**src/i2a_pkg.sv**
```systemverilog
// Shared types, codes and sizing functions for the integer to ASCII converter.
`default_nettype none

package i2a_pkg;

   localparam int VALUE_WIDTH_DEFAULT = 64;

   typedef logic [1:0] op_type;

   localparam op_type OP_DEC   = 2'd0;
   localparam op_type OP_LOWER = 2'd1;
   localparam op_type OP_UPPER = 2'd2;
   localparam op_type OP_PTR   = 2'd3;

   localparam logic [7:0] CHAR_ZERO  = 8'd48;
   localparam logic [7:0] CHAR_X     = 8'd120;
   localparam logic [7:0] OFF_UPPER  = 8'd55;
   localparam logic [7:0] OFF_LOWER  = 8'd87;

   typedef struct packed {
      logic   load;
      op_type op;
      logic   no_digits;
   } emit_cmd_type;

   function automatic int dec_digits(input int w);
      return ((w * 1233) >> 12) + 1;
   endfunction

   function automatic int hex_digits(input int w);
      return (w + 3) >> 2;
   endfunction

   function automatic int max_digits(input int w);
      return (dec_digits(w) > hex_digits(w)) ? dec_digits(w) : hex_digits(w);
   endfunction

endpackage

`default_nettype wire

```
**src/integer_to_ascii_dec_hex.sv**
```systemverilog
// Integer to ASCII converter top level: decimal magnitude or hex, one character per transaction.
// Flow: a decimal number goes through BCD conversion before its digits load into the emitter;
//   a hex number loads directly. Suppressed leading zero digits are skipped without a character.
// Requests: one number at a time; the next is taken only once its last character has left the
//   emitter, so response stalls also hold off new requests. Pointer output has a 0x prefix.
// Reset: synchronous, active high; returns to idle with no pending character.
`default_nettype none

module integer_to_ascii_dec_hex import i2a_pkg::*; #(
   parameter int VALUE_WIDTH = VALUE_WIDTH_DEFAULT
) (
   input  wire logic         clock,
   input  wire logic         reset,
   input  wire logic         req_valid,
   output logic              req_ready,
   input  wire logic [1:0]   req_op,
   input  wire logic [63:0]  req_value,
   output logic              rsp_valid,
   input  wire logic         rsp_ready,
   output logic [7:0]        rsp_char_out,
   output logic              rsp_last
);

   localparam int DIGITS  = max_digits(VALUE_WIDTH);
   localparam int HEXD    = hex_digits(VALUE_WIDTH);
   localparam int DBITS   = DIGITS * 4;
   localparam int HBITS   = HEXD * 4;

   localparam logic [1:0] ST_IDLE = 2'd0;
   localparam logic [1:0] ST_CONV = 2'd1;
   localparam logic [1:0] ST_EMIT = 2'd2;

   logic [1:0]             state_ff, state_in;
   op_type                 op_ff, op_in;
   logic [VALUE_WIDTH-1:0] val;
   logic [VALUE_WIDTH-1:0] mag;
   logic [HBITS-1:0]       hex_vec;
   logic [DBITS-1:0]       bcd;
   logic [DBITS-1:0]       load_dig;
   logic                   accept;
   logic                   conv_start;
   logic                   conv_done;
   logic                   emit_busy;
   emit_cmd_type           cmd;

   assign val     = req_value[VALUE_WIDTH-1:0];
   assign mag     = val[VALUE_WIDTH-1] ? (~val + VALUE_WIDTH'(1)) : val;
   assign hex_vec = HBITS'(val);
   assign accept  = req_valid && req_ready;

   always_comb begin
      state_in   = state_ff;
      op_in      = op_ff;
      conv_start = 1'b0;
      cmd        = '0;
      load_dig   = DBITS'(hex_vec) << (DBITS - HBITS);
      unique case (state_ff)
         ST_IDLE: begin
            if (accept) begin
               op_in = req_op;
               if (req_op == OP_DEC) begin
                  conv_start = 1'b1;
                  state_in   = ST_CONV;
               end else begin
                  cmd.load      = 1'b1;
                  cmd.op        = req_op;
                  cmd.no_digits = (req_op == OP_PTR) && (val == '0);
                  state_in      = ST_EMIT;
               end
            end
         end
         ST_CONV: begin
            load_dig = bcd;
            if (conv_done) begin
               cmd.load = 1'b1;
               cmd.op   = op_ff;
               state_in = ST_EMIT;
            end
         end
         ST_EMIT: begin
            if (!emit_busy) begin
               state_in = ST_IDLE;
            end
         end
         default: begin
            state_in = ST_IDLE;
         end
      endcase
   end

   always_ff @(posedge clock) begin
      op_ff <= op_in;
      if (reset) begin
         state_ff <= ST_IDLE;
      end else begin
         state_ff <= state_in;
      end
   end

   assign req_ready = (state_ff == ST_IDLE);

   i2a_dabble #(
      .VALUE_WIDTH (VALUE_WIDTH),
      .DIGITS      (DIGITS)
   ) u_dabble (
      .clock (clock),
      .reset (reset),
      .start (conv_start),
      .mag   (mag),
      .bcd   (bcd),
      .done  (conv_done)
   );

   i2a_emit #(
      .VALUE_WIDTH (VALUE_WIDTH),
      .DIGITS      (DIGITS)
   ) u_emit (
      .clock        (clock),
      .reset        (reset),
      .cmd          (cmd),
      .digits       (load_dig),
      .busy         (emit_busy),
      .rsp_valid    (rsp_valid),
      .rsp_ready    (rsp_ready),
      .rsp_char_out (rsp_char_out),
      .rsp_last     (rsp_last)
   );

endmodule

`default_nettype wire

```
**src/i2a_dabble.sv**
```systemverilog
// Bit-serial binary to BCD converter (shift and add-3), one bit per cycle.
`default_nettype none

module i2a_dabble import i2a_pkg::*; #(
   parameter int VALUE_WIDTH = VALUE_WIDTH_DEFAULT,
   parameter int DIGITS      = max_digits(VALUE_WIDTH)
) (
   input  wire logic                    clock,
   input  wire logic                    reset,
   input  wire logic                    start,
   input  wire logic [VALUE_WIDTH-1:0]  mag,
   output logic      [DIGITS*4-1:0]     bcd,
   output logic                         done
);

   localparam int CW = $clog2(VALUE_WIDTH + 1);

   logic [VALUE_WIDTH-1:0] mag_ff, mag_in;
   logic [DIGITS*4-1:0]    bcd_ff, bcd_in;
   logic [CW-1:0]          cnt_ff, cnt_in;
   logic                   busy_ff, busy_in;
   logic                   done_ff, done_in;

   always_comb begin
      logic [DIGITS*4-1:0] adj;
      logic [3:0]          nib;
      adj     = bcd_ff;
      mag_in  = mag_ff;
      bcd_in  = bcd_ff;
      cnt_in  = cnt_ff;
      busy_in = busy_ff;
      done_in = 1'b0;
      for (int i = 0; i < DIGITS; i++) begin
         nib = bcd_ff[i*4 +: 4];
         adj[i*4 +: 4] = (nib >= 4'd5) ? nib + 4'd3 : nib;
      end
      if (start) begin
         mag_in  = mag;
         bcd_in  = '0;
         cnt_in  = CW'(VALUE_WIDTH);
         busy_in = 1'b1;
      end else if (busy_ff) begin
         bcd_in = {adj[DIGITS*4-2:0], mag_ff[VALUE_WIDTH-1]};
         mag_in = mag_ff << 1;
         cnt_in = cnt_ff - CW'(1);
         if (cnt_ff == CW'(1)) begin
            busy_in = 1'b0;
            done_in = 1'b1;
         end
      end
   end

   always_ff @(posedge clock) begin
      mag_ff <= mag_in;
      bcd_ff <= bcd_in;
      cnt_ff <= cnt_in;
      if (reset) begin
         busy_ff <= 1'b0;
         done_ff <= 1'b0;
      end else begin
         busy_ff <= busy_in;
         done_ff <= done_in;
      end
   end

   assign bcd  = bcd_ff;
   assign done = done_ff;

endmodule

`default_nettype wire

```
**src/i2a_emit.sv**
```systemverilog
// Digit shift register and character emitter with registered result output.
`default_nettype none

module i2a_emit import i2a_pkg::*; #(
   parameter int VALUE_WIDTH = VALUE_WIDTH_DEFAULT,
   parameter int DIGITS      = max_digits(VALUE_WIDTH)
) (
   input  wire logic                  clock,
   input  wire logic                  reset,
   input  wire emit_cmd_type          cmd,
   input  wire logic [DIGITS*4-1:0]   digits,
   output logic                       busy,
   output logic                       rsp_valid,
   input  wire logic                  rsp_ready,
   output logic [7:0]                 rsp_char_out,
   output logic                       rsp_last
);

   localparam int HEXD = hex_digits(VALUE_WIDTH);
   localparam int LW   = $clog2(DIGITS + 1);

   logic [DIGITS*4-1:0] dig_ff, dig_in;
   logic [LW-1:0]       left_ff, left_in;
   logic [1:0]          pre_ff, pre_in;
   logic                started_ff, started_in;
   op_type              op_ff, op_in;
   logic                valid_ff, valid_in;
   logic [7:0]          char_ff, char_in;
   logic                last_ff, last_in;
   logic [3:0]          top;
   logic [7:0]          off;
   logic                out_free;

   assign top      = dig_ff[DIGITS*4-1 -: 4];
   assign off      = (top <= 4'd9) ? CHAR_ZERO : ((op_ff == OP_UPPER) ? OFF_UPPER : OFF_LOWER);
   assign out_free = !valid_ff || rsp_ready;

   always_comb begin
      dig_in     = dig_ff;
      left_in    = left_ff;
      pre_in     = pre_ff;
      started_in = started_ff;
      op_in      = op_ff;
      valid_in   = valid_ff && !rsp_ready;
      char_in    = char_ff;
      last_in    = last_ff;
      if (cmd.load) begin
         dig_in     = digits;
         op_in      = cmd.op;
         started_in = 1'b0;
         pre_in     = (cmd.op == OP_PTR) ? 2'd2 : 2'd0;
         if (cmd.no_digits) begin
            left_in = '0;
         end else if (cmd.op == OP_DEC) begin
            left_in = LW'(DIGITS);
         end else begin
            left_in = LW'(HEXD);
         end
      end else if (out_free) begin
         if (pre_ff != 2'd0) begin
            valid_in = 1'b1;
            char_in  = (pre_ff == 2'd2) ? CHAR_ZERO : CHAR_X;
            last_in  = (pre_ff == 2'd1) && (left_ff == '0);
            pre_in   = pre_ff - 2'd1;
         end else if (left_ff != '0) begin
            dig_in  = dig_ff << 4;
            left_in = left_ff - LW'(1);
            if (started_ff || (top != 4'd0) || (left_ff == LW'(1))) begin
               valid_in   = 1'b1;
               char_in    = {4'd0, top} + off;
               last_in    = (left_ff == LW'(1));
               started_in = 1'b1;
            end
         end
      end
   end

   always_ff @(posedge clock) begin
      dig_ff  <= dig_in;
      op_ff   <= op_in;
      char_ff <= char_in;
      last_ff <= last_in;
      if (reset) begin
         left_ff    <= '0;
         pre_ff     <= 2'd0;
         started_ff <= 1'b0;
         valid_ff   <= 1'b0;
      end else begin
         left_ff    <= left_in;
         pre_ff     <= pre_in;
         started_ff <= started_in;
         valid_ff   <= valid_in;
      end
   end

   assign busy         = valid_ff || (pre_ff != 2'd0) || (left_ff != '0);
   assign rsp_valid    = valid_ff;
   assign rsp_char_out = char_ff;
   assign rsp_last     = last_ff;

endmodule

`default_nettype wire

```
**config.mk**
```make
export PLATFORM = sky130hd
export DESIGN_NAME = integer_to_ascii_dec_hex
export DESIGN_NICKNAME = d
export VERILOG_FILES = /design/src/i2a_pkg.sv /design/src/integer_to_ascii_dec_hex.sv /design/src/i2a_dabble.sv /design/src/i2a_emit.sv
export SDC_FILE = /design/constraint.sdc
export NUM_CORES = 1
export LEC_CHECK = 0
export BUFFER_PORTS_ARGS = -buffer_cell sky130_fd_sc_hd__buf_2
export CAP_MARGIN = 0
export CORE_UTILIZATION = 25
export DETAILED_ROUTE_END_ITERATION = 16
export GPL_ROUTABILITY_DRIVEN = 0
export GPL_TIMING_DRIVEN = 0
export HOLD_SLACK_MARGIN = 0.15
export SETUP_SLACK_MARGIN = 0.4
export SYNTH_ARGS = -nofsm -noshare
export SYNTH_HDL_FRONTEND = slang
export SYNTH_SLANG_ARGS = --single-unit
```
**constraint.sdc**
```tcl
create_clock -name clock -period 4.3 [get_ports clock]
set_input_delay 0 -clock clock [delete_from_list [all_inputs] [get_ports clock]]
set_output_delay 0 -clock clock [all_outputs]
set_load 0.01 [all_outputs]
```
* Word-level counts from Yosys, hierarchy flattened
Cells that the tools add are included.
** Word-level totals
- Register bits :: 257
- Input bits :: 70
- Output and inout port bits :: 11
- Word-level logic and storage cells :: 180
** Operators by class
- Add/subtract/negate cells :: 25
- Magnitude comparators :: 21
- Eq/ne operators :: 13
- Mux-type cells :: 69
- Bitwise gates (word level) :: 4
- Reduce and logical (&&, ||, !) cells :: 33
** Operators by type and width (count)
- 80-bit 2-to-1 mux :: 5
- 64-bit 2-to-1 mux :: 3
- 4-bit 2-to-1 mux :: 21
- 4-bit by 3-bit >= comparator with 1-bit output, second input constant :: 20
- 4-bit by 2-bit adder with 4-bit output, second input constant :: 19
- 64-bit by 1-bit adder with 64-bit output, second input constant :: 1
- 64-bit zero test :: 1
- 64-bit inverter :: 1
- 8-bit 2-to-1 mux :: 4
- 5-bit 2-to-1 mux :: 5
- 1-bit 2-to-1 mux :: 16
- 2-bit 2-to-1 mux :: 8
- 7-bit 2-to-1 mux :: 2
- 2-bit nonzero test :: 7
- 2-bit == test, second input constant :: 5
- 3-bit 2-to-1 mux :: 3
- 4-bit by 8-bit adder with 8-bit output :: 1
- 4-bit AND reduction :: 2
- 7-bit by 1-bit == test with 1-bit output, second input constant :: 1
- 7-bit by 1-bit subtractor with 7-bit output, second input constant :: 1
- 2-bit zero test :: 3
- 2-bit one-hot mux with 3 select lines :: 1
- 3-bit one-hot mux with 2 select lines :: 1
- 3-bit AND reduction :: 2
- other kinds (18) :: 32

* Logic depth before layout (Yosys ltp)
Gate-level depths: netlist of run 1.
- Word-level depth :: 9
- Depth in mapped cells :: 9
- Depth with buffers taken out :: 8

* Cells and area by module
Synthesis of run 1 repeated with hierarchy kept, for this count alone.
** Second synthesis, totals
- Cell total of the unflattened synthesis :: 1386
- Area, all modules :: 15039.4 um^2
** By module, submodules not included
- i2a_dabble :: instances 1, cells an instance 798, area each 7866.3 um^2, seq. area each 3703.6 um^2
- i2a_emit :: instances 1, cells an instance 272, area each 4390.5 um^2, seq. area each 2912.8 um^2
- integer_to_ascii_dec_hex :: instances 1, cells an instance 316, area each 2782.7 um^2, seq. area each 100.1 um^2

* Worst setup path before layout of run 1
No wires, ideal clock.
- Kind :: flip-flop to flip-flop
- Start point :: register u_emit.left_ff[0]
- End point :: register u_emit.dig_ff[0] (enable)
- Library setup time :: 0.795 ns
- Data arrival time :: 2.585 ns
- Data required time :: 3.505 ns
- Path slack :: 0.920 ns
- Cell stages (with the launch flop) :: 6
- Path buffers :: 0
- Period minus slack after synthesis :: 3.380 ns
- Cells stage by stage :: dfxtp_1 -> inv_1 -> ha_1 -> or4b_2 -> nand3_1 -> nand2_1
** Between the ends
- Longest elaborated chain between the ends :: 3
** Ends and longest elaborated chain
- start: declaration :: line i2a_emit.sv:23 : logic [LW-1:0] left_ff, left_in;
- start signal: assignment :: line i2a_emit.sv:89 : left_ff <= left_in;
- 5-bit nonzero test :: line i2a_emit.sv:65 : end else if (left_ff != '0) begin
- 2-bit nonzero test (no line)
- 3-bit AND reduction (no line)
- end signal: assignment :: line i2a_emit.sv:79 : dig_ff <= dig_in;
- end: declaration :: line i2a_emit.sv:22 : logic [DIGITS*4-1:0] dig_ff, dig_in;
Every way passes these cells.
A chain may end at the register's enable or synchronous reset.

* Worst setup path in the final report of run 1
- Start point :: input req_value[33]
- End point :: register u_dabble.mag_ff[55] (data pin)
** Between the ends
- Longest elaborated chain between the ends :: 4
** Ends and longest elaborated chain
- start: declaration :: line integer_to_ascii_dec_hex.sv:17 : input wire logic [63:0] req_value,
- 64-bit inverter :: line integer_to_ascii_dec_hex.sv:47 : assign mag = val[VALUE_WIDTH-1] ? (~val + VALUE_WIDTH'(1)) : val;
- 64-bit by 1-bit adder with 64-bit output :: line integer_to_ascii_dec_hex.sv:47
- 64-bit 2-to-1 mux :: line integer_to_ascii_dec_hex.sv:47
- 64-bit 2-to-1 mux :: line i2a_dabble.sv:37 : if (start) begin
- via u_dabble.mag_in[55] :: line i2a_dabble.sv:18 : logic [VALUE_WIDTH-1:0] mag_ff, mag_in;
- end signal: assignment :: line i2a_dabble.sv:54 : mag_ff <= mag_in;
- end: declaration :: line i2a_dabble.sv:18
The timed path passes the listed nets, and every way through them passes these cells.

==> results of run 1 <==
-- power by group through the flow --
stage / logic, uW / clock network [uW] / registers [uW]
after floorplan: 2140 / 0 / 4300
after CTS: 3050 / 2440 / 4390
final: 3040 / 2390 / 4400
after global routing: 3460 / 2520 / 4510
after global placement: 2740 / 0 / 4440
after detailed placement: 2940 / 0 / 4430
-- cells by family after synthesis --
kind of cell	Yosys count	share of synthesized area
buf+inv	136	0.0407
fa+ha+maj	52	0.0474
other cells	1	0.000270
mux	59	0.0426
simple gates	478	0.157
xor+xnor	95	0.0600
compound gates	401	0.168
flops	257	0.484
-- per-stage QoR --
step	total power [uW]	setup WS [ps]	setup TNS, ps
finish	9830	687	0
global route	10500	554	0
CTS	9880	565	0
detailed placement	7370	1050	0
global placement	7180	-598	-47160
floorplan	6440	920	0
-- layout make-up --
class                           count  area (um2)
Fill cell                        5703       37300
Clock buffer                       47         857
Inverter                           57         214
Antenna cell                        1        2.50
Clock inverter                      7        42.5
Sequential cell                   257        6720
Tap cell                          739         925
Buffer                             79         350
Multi-Input combinational cell   1086        6610
Timing Repair Buffer              173        1350
-- flip-flops by register name, summed over array words and instances, names as in the netlist, 5 cells and up --
| register | cells |
|---|---|
| u_emit.left_ff | 5 |
| u_dabble.bcd | 80 |
| u_emit.dig_ff | 80 |
| u_dabble.cnt_ff | 7 |
| u_emit.rsp_char_out | 8 |
| u_dabble.mag_ff | 64 |
-- worst min-delay path by stage --
stage	to	slack (ps)	cells after the start
after floorplan	u_dabble.done	80	1
after global placement	op_ff[1]	250	1
after detailed placement	op_ff[1]	250	1
after CTS	op_ff[1]	230	2
after global routing	op_ff[0]	250	2
final	op_ff[0]	260	2
-- cells in the mapped netlist (2+ instances only) --
library cell	n
sky130_fd_sc_hd__nand2_1	198
sky130_fd_sc_hd__o21ai_0	191
sky130_fd_sc_hd__edfxtp_1	157
sky130_fd_sc_hd__nor2_1	136
sky130_fd_sc_hd__a21oi_1	116
sky130_fd_sc_hd__dfxtp_1	100
sky130_fd_sc_hd__xor2_1	66
sky130_fd_sc_hd__clkbuf_1	60
sky130_fd_sc_hd__mux2i_1	59
sky130_fd_sc_hd__inv_1	57
sky130_fd_sc_hd__ha_1	51
sky130_fd_sc_hd__nand3_1	31
sky130_fd_sc_hd__xnor2_1	29
sky130_fd_sc_hd__nor3_1	25
sky130_fd_sc_hd__nand2b_1	24
sky130_fd_sc_hd__o31ai_1	20
sky130_fd_sc_hd__a211oi_1	15
sky130_fd_sc_hd__a22o_1	14
sky130_fd_sc_hd__o21ai_1	13
sky130_fd_sc_hd__buf_1	12
sky130_fd_sc_hd__nor3b_1	12
sky130_fd_sc_hd__or4_1	10
sky130_fd_sc_hd__o41ai_1	8
sky130_fd_sc_hd__or3_1	8
sky130_fd_sc_hd__o211ai_1	7
sky130_fd_sc_hd__nor4_1	6
sky130_fd_sc_hd__o41ai_2	6
sky130_fd_sc_hd__nor2b_1	5
sky130_fd_sc_hd__and2_1	3
sky130_fd_sc_hd__buf_6	3
sky130_fd_sc_hd__clkbuf_8	3
sky130_fd_sc_hd__or2_2	3
sky130_fd_sc_hd__a2111oi_0	2
sky130_fd_sc_hd__and3_1	2
sky130_fd_sc_hd__nand4_1	2
sky130_fd_sc_hd__o31ai_2	2
sky130_fd_sc_hd__or4_2	2
-- timing repair --
item | CTS | global route
endpoints found under the setup margin | 0 | 5
hold buffers | 93 | 0
resized for setup | 0 | 1
endpoints found under the hold margin | 154 | 0
-- per-layer routing --
metal  up-vias  GRT usage  share of wire
met2       274      0.244           0.48
met3        50     0.0171          0.045
met4         0     0.0362          0.019
li1       5666          -              -
met1      5615      0.189           0.46
met5         -          0              0
-- cell usage in the layout, fill, tap and decap left out, types with 5 or more instances in the layout --
| master | count |
|---|---|
| sky130_fd_sc_hd__or4_1 | 10 |
| sky130_fd_sc_hd__o41ai_2 | 6 |
| sky130_fd_sc_hd__a211oi_1 | 15 |
| sky130_fd_sc_hd__o41ai_1 | 8 |
| sky130_fd_sc_hd__nand2b_1 | 24 |
| sky130_fd_sc_hd__buf_1 | 12 |
| sky130_fd_sc_hd__nor3_1 | 24 |
| sky130_fd_sc_hd__a22o_1 | 14 |
| sky130_fd_sc_hd__clkbuf_8 | 9 |
| sky130_fd_sc_hd__o211ai_1 | 7 |
| sky130_fd_sc_hd__nand2_1 | 196 |
| sky130_fd_sc_hd__inv_1 | 57 |
| sky130_fd_sc_hd__buf_2 | 80 |
| sky130_fd_sc_hd__dlygate4sd3_1 | 93 |
| sky130_fd_sc_hd__xnor2_1 | 29 |
| sky130_fd_sc_hd__clkbuf_16 | 29 |
| sky130_fd_sc_hd__mux2i_1 | 59 |
| sky130_fd_sc_hd__or3_1 | 8 |
| sky130_fd_sc_hd__o21ai_0 | 191 |
| sky130_fd_sc_hd__xor2_1 | 66 |
| sky130_fd_sc_hd__nor2b_1 | 5 |
| sky130_fd_sc_hd__nor3b_1 | 12 |
| sky130_fd_sc_hd__ha_1 | 51 |
| sky130_fd_sc_hd__dfxtp_1 | 100 |
| sky130_fd_sc_hd__clkbuf_1 | 71 |
| sky130_fd_sc_hd__edfxtp_1 | 157 |
| sky130_fd_sc_hd__clkinv_2 | 5 |
| sky130_fd_sc_hd__nand3_1 | 31 |
| sky130_fd_sc_hd__nor4_1 | 6 |
| sky130_fd_sc_hd__o21ai_1 | 13 |
| sky130_fd_sc_hd__nor2_1 | 136 |
| sky130_fd_sc_hd__a21oi_1 | 116 |
| sky130_fd_sc_hd__o31ai_1 | 20 |
-- critical path, delay by kind of cell --
kind,cells,cell delay [ps]
simple gates,3,1980
buf+inv,3,1270
xor+xnor,1,170
compound gates,2,470
==> results_dict.tcl, run 1 <==
set metrics [dict create \
    status "completed" \
    synth_fp_nets 1601 \
    yosys_register_bits 257 \
    endpoint_kind "flip-flop" \
    floorplan.die.height_um 238 \
    gr-usage-all-layers 0.142 \
    global_route.overflow_total 0 \
    switchingPower_uw 3490 \
    tritoncts_num_sinks 257 \
    antenna_found_initial 1 \
    drtIter0Drc 867 \
    critical_path.endpoint "u_dabble.mag_ff[55]" \
    yosysSeqAreaShare 0.484 \
    grt_pass1_vias 11500 \
    yosys-top-cells-area "sky130_fd_sc_hd__edfxtp_1 34%, sky130_fd_sc_hd__dfxtp_1 14%, sky130_fd_sc_hd__o21ai_0 6.9%" \
    timing.setup.critical_path_class "in2reg" \
    p_seq_frac 0.448 \
    setup.reg_to_reg.worst_slack_ps 1400 \
    insertion_delay_ps 580 \
    initial_utilization 0.255 \
    final_area_um2 17100 \
    rr_startpoint "state_ff[0]" \
    synth_area_per_cell_um2 9.38 \
    fp.dieArea_um2 56400 \
    static-leakage-power_uw 0.00648 \
    maxCapViolations 0 \
    finalCoreUtilization 0.314 \
    maxSlewHeadroom 0.137 \
    timing.rr.end "u_emit.dig_ff[46]" \
    cts_max_path_buffers 3 \
    dpl-instance-area_um2 15200 \
    design.core.area_um2 54300 \
    share_comb_of_total_power 0.310 \
    ctsHtreeMaxLevel 1 \
    ys.warnings.count 0 \
    flow.area_growth_from_synthesis_pct 23.0 \
    totalWireLength_um 40700 \
    power.share.clock 0.243 \
    worstHoldPathType "in2reg" \
    hp-start "req_op[0]" \
    hold_ws_ps 256 \
    crit_path_max_fanout 10 \
    worstRegToRegCells 7 \
    synth_cells 1479 \
    finalWorstPathRequiredPeriod_ps 3610 \
    layoutNonFillerInstCount 2446 \
    detailroute.via_count 11600 \
    crit_path_start "req_value[33]" \
    async_reset_ff_frac 0 \
    dp.final_hpwl_um 29300 \
    placement_rows 85 \
    clock_tree_root_buffer_cell "sky130_fd_sc_hd__clkbuf_16" \
    cts.clk_slew.worst_paths_ps 60 \
    place_inst 2298 \
    io_pins 81 \
    drive_gt1_frac 0.0920 \
    setup_viol 0 \
    unrepaired_setup_endpoints_after_global_routing "no" \
    clock.fmax_mhz 277 \
    io_buffers 79 \
    setup.worst_path.start_class "input port" \
    synthFlopType "sky130_fd_sc_hd__edfxtp_1" \
    cts_tree "built" \
    grt_pass1_wl_um 63800 \
    cellPowerDensity_nw_per_um2 576 \
    post-synth-top-area-cell "sky130_fd_sc_hd__edfxtp_1" \
    crit_arrival_ps 3910 \
    post-route-drc-count 0 \
    drt_pass1_iterations 5 \
    worst_pin_slew_ps 1290 \
    average_detailed_routed_wire_length_per_instance_um 16.7 \
    post_syn_area_um2 13900 \
    drv_slew 0 \
    maximum_number_of_pins_on_one_net_before_global_route_repair 65 \
    dieWidth_um 238 \
    nNetsFinal 1805 \
    cpMostUsedCell "sky130_fd_sc_hd__dlygate4sd3_1" \
    critical_path.slowest_cell "sky130_fd_sc_hd__nor4_1" \
    post_synth_num_cell_types 58 \
    synth_top_area_share 0.340 \
    number_of_setup_buffers_added_after_cts 0 \
    cts_buffers 29 \
    critPathRequiredTime_ps 4590 \
    hold_viol_final 0 \
    timing.critical_path.cells "dlygate4sd3_1 > buf_2 > or4_1 > nor4_1 > nand4_4 > o41ai_2 > xor2_1 > dlygate4sd3_1 > o21ai_1" \
    cell_internal_pwr_uw 6340 \
    antenna_left 0 \
    final.setup_skew_ps 32.3 \
    worst_ir_drop_vdd_uv 508 \
    number_of_enable_flip_flop_cells_after_synthesis 157 \
    viasPerCell 4.74 \
    power.share.switching 0.355 \
    timing.final.crit_share 0.840 \
    cpPeakStageDelay_ps 970 \
]
Note: power is estimated with default switching activity, not from simulation.
==> inputs of run 2 (changes only) <==
clock period = 3.5 ns   (was 4.3 ns; I/O delays follow)
==> run 2 against run 1 <==
Net effect:
- utilization grew 0.32 points
- largest power group unchanged
- first-iteration DRC count shrank 5.9%
- highest routed layer is now met5
- cell area grew 1.0%
- routed wire length is the same
- critical path depth is the same
- clock skew shrank 14 ps
- hold slack lost 80 ps
- clock power grew 41%
- non-clock buffer count shrank 3
==> results_dict.tcl, run 2 (same netlist as run 1, synthesis figures left out) <==
set metrics [dict create \
    status "completed" \
    share_comb_of_total_power 0.297 \
    drt_pass1_iterations 6 \
    ctsHtreeMaxLevel 1 \
    fp.dieArea_um2 56400 \
    dieWidth_um 238 \
    antenna_left 0 \
    power.share.clock 0.270 \
    finalCoreUtilization 0.317 \
    timing.setup.critical_path_class "in2reg" \
    crit_path_max_fanout 6 \
    seqCellArea_um2 6720 \
    worstHoldPathType "in2reg" \
    finalSetupTns_ps 0 \
    timing.rr.end "u_emit.dig_ff[19]" \
    maximum_number_of_pins_on_one_net_before_global_route_repair 65 \
    io_buffers 79 \
    placement_rows 85 \
    timing.final.crit_share 0.856 \
    dp.final_hpwl_um 29100 \
    cpMostUsedCell "sky130_fd_sc_hd__dlygate4sd3_1" \
    clock_tree_root_buffer_cell "sky130_fd_sc_hd__clkbuf_16" \
    switchingPower_uw 4320 \
    drv_slew 0 \
    drive_gt1_frac 0.103 \
    antenna_found_initial 1 \
    average_detailed_routed_wire_length_per_instance_um 16.7 \
    clock.fmax_mhz 334 \
    totalWireLength_um 40700 \
    power.share.switching 0.347 \
    gr-usage-all-layers 0.144 \
    floorplan.die.height_um 238 \
    worst_pin_slew_ps 1220 \
    cts.clk_slew.worst_paths_ps 60 \
    p_seq_frac 0.433 \
    tritoncts_num_sinks 257 \
    flow.area_growth_from_synthesis_pct 24.3 \
    multi_input_area_um2 6640 \
    crit_path_start "req_value[24]" \
    timing.critical_path.cells "dlygate4sd3_1 > buf_2 > or4_1 > nor4_2 > nand3_2 > o41ai_2 > xor2_1 > dlygate4sd3_1 > o21ai_1" \
    hp-start "req_value[1]" \
    critical_path.slowest_cell "sky130_fd_sc_hd__or4_1" \
    nNetsFinal 1802 \
    insertion_delay_ps 570 \
    layout.cells.most_common_list "196 x sky130_fd_sc_hd__nand2_1, 191 x sky130_fd_sc_hd__o21ai_0, 157 x sky130_fd_sc_hd__edfxtp_1" \
    drtIter0Drc 816 \
    cts_max_path_buffers 3 \
    unrepaired_setup_endpoints_after_global_routing "no" \
    global_route.overflow_total 0 \
    grt_pass1_wl_um 64200 \
    antenna_cells 0 \
    setup_viol 0 \
    maxCapViolations 0 \
    hold_viol_final 0 \
    dpl-instance-area_um2 15200 \
    post-route-drc-count 0 \
    place_inst 2298 \
    cellPowerDensity_nw_per_um2 722 \
    cts_tree "built" \
    layoutNonFillerInstCount 2442 \
    crit_arrival_ps 3310 \
    rr_startpoint "state_ff[1]" \
    endpoint_kind "flip-flop" \
    viasPerCell 4.72 \
    cts_buffers 29 \
    cpPeakStageDelay_ps 620 \
    initial_utilization 0.255 \
    grt_pass1_vias 11600 \
    final.setup_skew_ps 18.4 \
    static-leakage-power_uw 0.00657 \
    worst_ir_drop_vdd_uv 423 \
    cell_internal_pwr_uw 8130 \
    maxSlewHeadroom 0.179 \
    setup.worst_path.start_class "input port" \
    finalWorstPathRequiredPeriod_ps 3000 \
    io_pins 81 \
    worstRegToRegCells 6 \
    design.core.area_um2 54300 \
    critical_path.endpoint "u_dabble.mag_ff[41]" \
    detailroute.via_count 11500 \
    setup.reg_to_reg.worst_slack_ps 610 \
    final_power_uw 12400 \
    final_area_um2 17200 \
    critPathRequiredTime_ps 3810 \
    nFillCells 5671 \
    most_common_library_cell_in_the_layout_ignoring_fill_and_taps "sky130_fd_sc_hd__nand2_1" \
]
## run 2: changes by cell type in the layout (fill, tap and decap cells not counted), sizes merged
| cell | delta |
|---|---|
| dlygate4sd3 | -5 |
| clkbuf | -2 |
| inv | +3 |
| buf | +2 |
| diode | -1 |
| clkinv | -1 |
## run 2: how the worst min path moves through the flow
stage,cells past startpoint,endpoint
after CTS,6,u_dabble.mag_ff[2]
after global placement,1,op_ff[1]
after floorplan,1,u_dabble.done
after detailed placement,1,op_ff[1]
final,6,u_dabble.mag_ff[2]
after global routing,5,u_dabble.mag_ff[13]
## run 2: critical path: cells and delay by family
family          cells  cell delay (ps)
simple gates        3             1460
xor+xnor            1              180
buf+inv             3             1290
compound gates      2              380
## run 2: what timing repair did
item / in CTS / in global routing
hold endpoints to repair: 154 / 0
endpoints found under the setup margin: 0 / 65
buffers inserted: 0 / 2
resized for setup: 0 / 9
hold buffers: 88 / 0
## run 2: power by group through the flow
stage / registers [uW] / clock network (uW) / logic [uW]
6_report: 5400 / 3360 / 3700
3_5_place_dp: 5440 / 0 / 3600
2_1_floorplan: 5250 / 0 / 2630
3_3_place_gp: 5450 / 0 / 3420
5_1_grt: 5530 / 3530 / 4250
4_1_cts: 5390 / 3420 / 3710
## run 2: layout make-up
class,count,share of cell area
multi-input combinational,1086,0.385
inverter,57,0.0124
clock inverter,9,0.00341
timing repair buffer,170,0.0761
clock buffer,45,0.0595
buffer,79,0.0204
sequential,257,0.390
tap,739,0.0536
## run 2: routing by layer
layer,track usage,routed length (um)
met5,0,10
met4,0.0440,884
met2,0.243,19200
met3,0.0226,2090
met1,0.188,18500
## run 2: metrics by stage
stage	hold WS [ps]	worst slack [ps]
3_5_place_dp	250	278
4_1_cts	156	404
5_1_grt	232	422
6_report	175	505
3_3_place_gp	249	-777
2_1_floorplan	78.6	545
